--- config.mk ---
export PLATFORM = sky130hd
export DESIGN_NAME = tsl_div
export DESIGN_NICKNAME = d
export VERILOG_FILES = /design/src/tsl_pkg.sv /design/src/tsl_div.sv
export SDC_FILE = /design/constraint.sdc
export NUM_CORES = 1
export LEC_CHECK = 0
export BUFFER_PORTS_ARGS = -buffer_cell sky130_fd_sc_hd__buf_2
export CAP_MARGIN = 20
export CELL_PAD_IN_SITES_DETAIL_PLACEMENT = 1
export CELL_PAD_IN_SITES_GLOBAL_PLACEMENT = 1
export CORE_MARGIN = 8
export CORE_UTILIZATION = 45
export CTS_BUF_LIST = sky130_fd_sc_hd__clkbuf_2 sky130_fd_sc_hd__clkbuf_4 sky130_fd_sc_hd__clkbuf_8
export DETAILED_ROUTE_END_ITERATION = 8
export MAX_ROUTING_LAYER = met4
export PLACE_DENSITY_LB_ADDON = 0.1
export SYNTH_ARGS = -nofsm -noshare
export SYNTH_HDL_FRONTEND = slang
export SYNTH_SLANG_ARGS = --single-unit
export TNS_END_PERCENT = 30
--- constraint.sdc ---
create_clock -name clk -period 7.15 [get_ports clk]
set_input_delay 1.0725 -clock clk [delete_from_list [all_inputs] [get_ports clk]]
set_output_delay 1.0725 -clock clk [all_outputs]
set_load 0.005 [all_outputs]
--- src/tsl_pkg.sv ---
package tsl_pkg;

  // Field widths
  localparam int SLW  = 18;   // slope, Q3.14
  localparam int POSW = 24;   // position, 1/16 micron
  localparam int GRW  = 8;    // grain count
  localparam int CFGW = 48;   // widest config register
  localparam int CIW  = 2;    // config index
  localparam int LNW  = 20;   // link number
  localparam int PIW  = 10;   // partner index
  localparam int PSW  = 9;    // points sum
  localparam int DSW  = 36;   // squared slope distance
  localparam int QSH  = 14;   // slope fraction bits

  // Input opcodes
  localparam logic [1:0] OP_CLEAR = 2'd0;
  localparam logic [1:0] OP_STORE = 2'd1;
  localparam logic [1:0] OP_PROBE = 2'd2;

  // Config register indexes
  localparam logic [CIW-1:0] CFG_MIN_POINTS   = 2'd0;
  localparam logic [CIW-1:0] CFG_MIN_SLOPE_SQ = 2'd1;
  localparam logic [CIW-1:0] CFG_SLOPE_TOL_SQ = 2'd2;
  localparam logic [CIW-1:0] CFG_POS_TOL_SQ   = 2'd3;

  // Link slope divider: dividend is |d| << 14, 25 + 14 bits
  localparam int DIV_STEPS = 39;
  localparam logic signed [SLW-1:0] SLOPE_MAX = 18'sh1FFFF;
  localparam logic signed [SLW-1:0] SLOPE_MIN = 18'sh20000;

  typedef enum logic [2:0] {
    ST_IDLE,
    ST_SETUP1,
    ST_SETUP2,
    ST_SCAN,
    ST_DIV,
    ST_CLOSE
  } state_t;

  // One stored segment
  typedef struct packed {
    logic [8:0]  q;    // {grains, valid}
    logic [47:0] zp;   // {plane_z, pos_z}
    logic [47:0] xy;   // {pos_y, pos_x}
    logic [35:0] sl;   // {slope_y, slope_x}
  } tab_ent_t;

endpackage

--- src/tsl_div.sv ---
// Restoring divider for the link slope: (num * 2^14) / den, truncated toward
// zero and saturated to Q3.14. One quotient bit per cycle.
module tsl_div (
  input  logic                            clk,
  input  logic                            rst,
  input  logic                            start,
  input  logic signed [tsl_pkg::POSW:0]   num,
  input  logic signed [tsl_pkg::POSW:0]   den,
  output logic                            busy,
  output logic signed [tsl_pkg::SLW-1:0]  quo
);
  import tsl_pkg::*;

  localparam int MW = POSW + 1;
  localparam int CNW = $clog2(DIV_STEPS + 1);

  logic [DIV_STEPS-1:0] dvd;
  logic [MW-1:0]        dmag;
  logic [MW-1:0]        rem;
  logic [CNW-1:0]       cnt;
  logic                 neg;
  logic                 den_zero;
  logic                 num_pos;
  logic                 num_neg;

  logic [MW-1:0] num_mag;
  logic [MW-1:0] den_mag;
  logic [MW:0]   rem_sh;
  logic          qbit;

  assign num_mag = num[MW-1] ? MW'(-num) : MW'(num);
  assign den_mag = den[MW-1] ? MW'(-den) : MW'(den);
  assign rem_sh  = {rem, dvd[DIV_STEPS-1]};
  assign qbit    = (rem_sh >= {1'b0, dmag});

  // Iteration control
  always_ff @(posedge clk) begin
    if (rst) begin
      busy <= 1'b0;
      cnt  <= '0;
    end else if (start) begin
      busy <= 1'b1;
      cnt  <= CNW'(DIV_STEPS);
    end else if (busy) begin
      cnt <= cnt - 1'b1;
      if (cnt == CNW'(1)) busy <= 1'b0;
    end
  end

  // Datapath
  always_ff @(posedge clk) begin
    if (start) begin
      dvd      <= DIV_STEPS'({num_mag, {QSH{1'b0}}});
      dmag     <= den_mag;
      rem      <= '0;
      neg      <= num[MW-1] ^ den[MW-1];
      den_zero <= (den == '0);
      num_pos  <= !num[MW-1] && (num != '0);
      num_neg  <= num[MW-1];
    end else if (busy) begin
      rem <= qbit ? MW'(rem_sh - {1'b0, dmag}) : MW'(rem_sh);
      dvd <= {dvd[DIV_STEPS-2:0], qbit};
    end
  end

  // Sign and saturation
  always_comb begin
    if (den_zero) begin
      quo = num_pos ? SLOPE_MAX : (num_neg ? SLOPE_MIN : '0);
    end else if (!neg) begin
      quo = (dvd > DIV_STEPS'(SLOPE_MAX)) ? SLOPE_MAX : SLW'(dvd);
    end else begin
      quo = (dvd > DIV_STEPS'(18'h20000)) ? SLOPE_MIN : SLW'(-dvd);
    end
  end

endmodule
==> impl_metrics.tcl <==
set metrics [dict create \
    grtUsageMet1 0.261 \
    hold_class "flop to flop" \
    avgViaCountPerCell 5.95 \
    power.leakage_uw 0.00297 \
    fin_skew_ns 0.0213 \
    seq_area_frac_synth 0.371 \
    slew_headroom 0.347 \
    grtUsageTotal 0.202 \
    rsz0062_at_grt "false" \
    grt_pass1_wl_um 31500 \
    die_w_um 139 \
    p_per_area_nw_per_um2 205 \
    met3_usage 0.0229 \
    dieArea_um2 19400 \
    critPathMaxFanout 15 \
    comb_power_share 0.290 \
    dpl.hpwl_um 14300 \
    synthesis.nets 868 \
    core_area_um2 15000 \
    wl_per_cell_um 18.4 \
    drt_iter0_markers 303 \
    cts_tree "built" \
    required_ns 6.08 \
    setup_viol 0 \
    fin_crit_ns 4.70 \
    worstHoldPathCells 2 \
    internal-power_uw 1020 \
    wirelength_um 19000 \
    ys_warn_count 0 \
    syn_area_per_cell_um2 8.76 \
    initial_utilization 0.456 \
    ios 72 \
    ant_nets 0 \
    tightest_slew_ns 0.975 \
    areaGrowthSynthToFinish_pct 10.4 \
    hold_viol_final 0 \
    p_clk_frac 0.258 \
    first_global_vias 6311 \
    grt_busiest_layer "met2" \
    status "finished, final reports clean" \
    grt_max_degree 66 \
    clk_pin_slew_ns 0.10 \
    maxSlewViolCount 0 \
    n_antenna_cell 0 \
    critPathKind "flop to output port" \
    maxCapViolations 0 \
    clock-root-buffer "clkbuf_8" \
    ys_types 69 \
    use_met2 0.323 \
    critPathArrivalTime_ns 3.63 \
    rows 45 \
    vias 6113 \
    synth_edf_count 54 \
    ff2ff_path_depth 12 \
    port_buffers 71 \
    synth-async-reset-ratio 0 \
    netlist_area_um2 6860 \
    startpoint_type "flop" \
    synth-seq-cells 100 \
    insertion_delay_ns 0.39 \
    drc 0 \
    numCtsBuffers 9 \
    die_y_um 139 \
    cp-end-kind "output port" \
    grt_antenna_before_repair 0 \
    swShare 0.343 \
    clockBufferDepth 2 \
    p_switching_uw 533 \
    post_cts_buffers 0 \
    nets 920 \
    drive_gt1_frac 0.135 \
    fin_util 0.504 \
    cts.hold.buffers_added 0 \
    clock-sinks 100 \
    yosys_most_used_dff "edfxtp_1" \
    cts-htree-levels 3 \
    place_congestion 0.852 \
    dr.pass1.iters 5 \
    fin_crit_sh 0.657 \
    syn-instance-count 783 \
    grt-ovfl-total 0 \
    fmax_ghz 0.213 \
    sequentialPowerShare 0.452 \
    ctsResizeCount 0 \
    ir_drop_mv 0.108 \
    tns_ns 0 \
]
[metrics by stage]
step           std cells  hold slack, ns  instance area [um^2]  setup slack [ns]  power (uW)
2_1_floorplan        783           0.450                  6860              3.36        1030
3_3_place_gp        1011           0.480                  7330              3.01        1140
3_5_place_dp        1011           0.491                  7330              2.85        1160
4_1_cts             1027           0.507                  7550              2.40        1570
5_1_grt             1028           0.535                  7570              2.16        1640
6_report            1028           0.505                  7570              2.45        1550
[worst max-delay path: stages, from the launching register on]
cell and delay (ns):
dfxtp_1 0.41, inv_1 0.09, ha_1 0.23, or3b_1 0.38, nand4b_4 0.19, or3_4 0.37
nor3_4 0.21, nand3b_2 0.13, a2111oi_4 0.50, o21bai_2 0.28, o31ai_1 0.29, buf_2 0.15
[kinds of logic (layout without fill, tap and decap cells)]
family / Yosys count / count (layout) / share of synthesized area
AND/OR/NAND/NOR: 252 / 252 / 0.184
AO/OA/AOI/OAI: 212 / 212 / 0.199
flip-flops: 100 / 100 / 0.371
buffers and inverters: 84 / 141 / 0.0489
XOR/XNOR: 69 / 69 / 0.0881
multiplexers: 34 / 34 / 0.0496
adder cells (fa/ha/maj): 32 / 32 / 0.0595
[cell type report]
| type | count | area [um^2] |
|---|---|---|
| repair buffers | 77 | 420 |
| clock inverters | 7 | 90.1 |
| multi-input cells | 599 | 3980 |
| flip-flops and latches | 100 | 2540 |
| clock buffers | 9 | 124 |
| well taps | 188 | 235 |
| fillers | 1793 | 7460 |
| inverters | 48 | 180 |
[placed cells by master, fill, tap and decap left out, types with 4 or more instances in the layout]
master / count
o21ai_0: 65
o21ai_1: 12
mux2i_1: 34
nand2_1: 73
nor2_1: 72
nor3_1: 16
edfxtp_1: 54
and3_1: 7
a21o_1: 7
nor2b_1: 4
nand3_1: 14
nand4_1: 12
or2_2: 4
xnor2_1: 40
a31oi_1: 10
buf_2: 71
buf_4: 5
xor2_1: 29
o21a_1: 5
or3_1: 11
ha_1: 31
inv_1: 47
clkbuf_8: 9
nand2b_1: 5
a21oi_1: 40
dfxtp_1: 45
a211oi_1: 17
o31ai_1: 18
nor4_1: 8
o41ai_1: 7
or4_1: 7
[synth_stat cells (4+ instances only)]
master    instances  share of area
edfxtp_1         54           0.24
o41ai_1           7         0.0089
inv_1            47          0.026
nand3_1          14          0.010
o21ai_0          65          0.047
xor2_1           29          0.037
a31oi_1          10         0.0091
dfxtp_1          46           0.13
nor2_1           72          0.039
a211oi_1         17          0.019
nor2b_1           4         0.0036
nor3_1           16          0.012
a21oi_1          40          0.029
ha_1             31          0.057
a21o_1            7         0.0077
o21ai_1          12         0.0088
mux2i_1          34          0.050
clkbuf_1         28          0.015
xnor2_1          40          0.051
nand2b_1          5         0.0046
and3_1            7         0.0064
nor4_1            8         0.0073
nand4_1          12          0.011
or4_1             7         0.0077
or2_2             4         0.0036
or3_1            11          0.010
nand2_1          73          0.040
o31ai_1          18          0.020
o21a_1            5         0.0055
[state kept, by name (all words and copies together) (netlist names)]
signal and flops:
busy 1, rem 25, den_zero 1, dvd 39, num_neg 1, dmag 25
cnt 6, neg 1, num_pos 1
[power by group through the flow]
stage	clock (uW)	sequential [uW]	combinational, uW
2_1_floorplan	0	698	329
3_3_place_gp	0	711	427
3_5_place_dp	0	714	446
4_1_cts	414	701	450
5_1_grt	434	707	502
6_report	400	702	451
[layer usage]
layer / share of wire / vias to the layer above
li1: - / 2957
met1: 0.49 / 3030
met2: 0.47 / 100
met3: 0.021 / 26
met4: 0.017 / 0
met5: 0 / -
[worst paths after layout]
| check | startpoint | to | slack (ns) |
|---|---|---|---|
| worst min-delay path | rem[2] | rem[2] | 0.51 |
| worst min register to register | rem[2] | rem[2] | 0.51 |
| worst max register to register | dvd[38] | rem[21] | 3.33 |
| worst max-delay path | dvd[0] | quo[7] | 2.45 |
(Power assumes the default switching activity.)
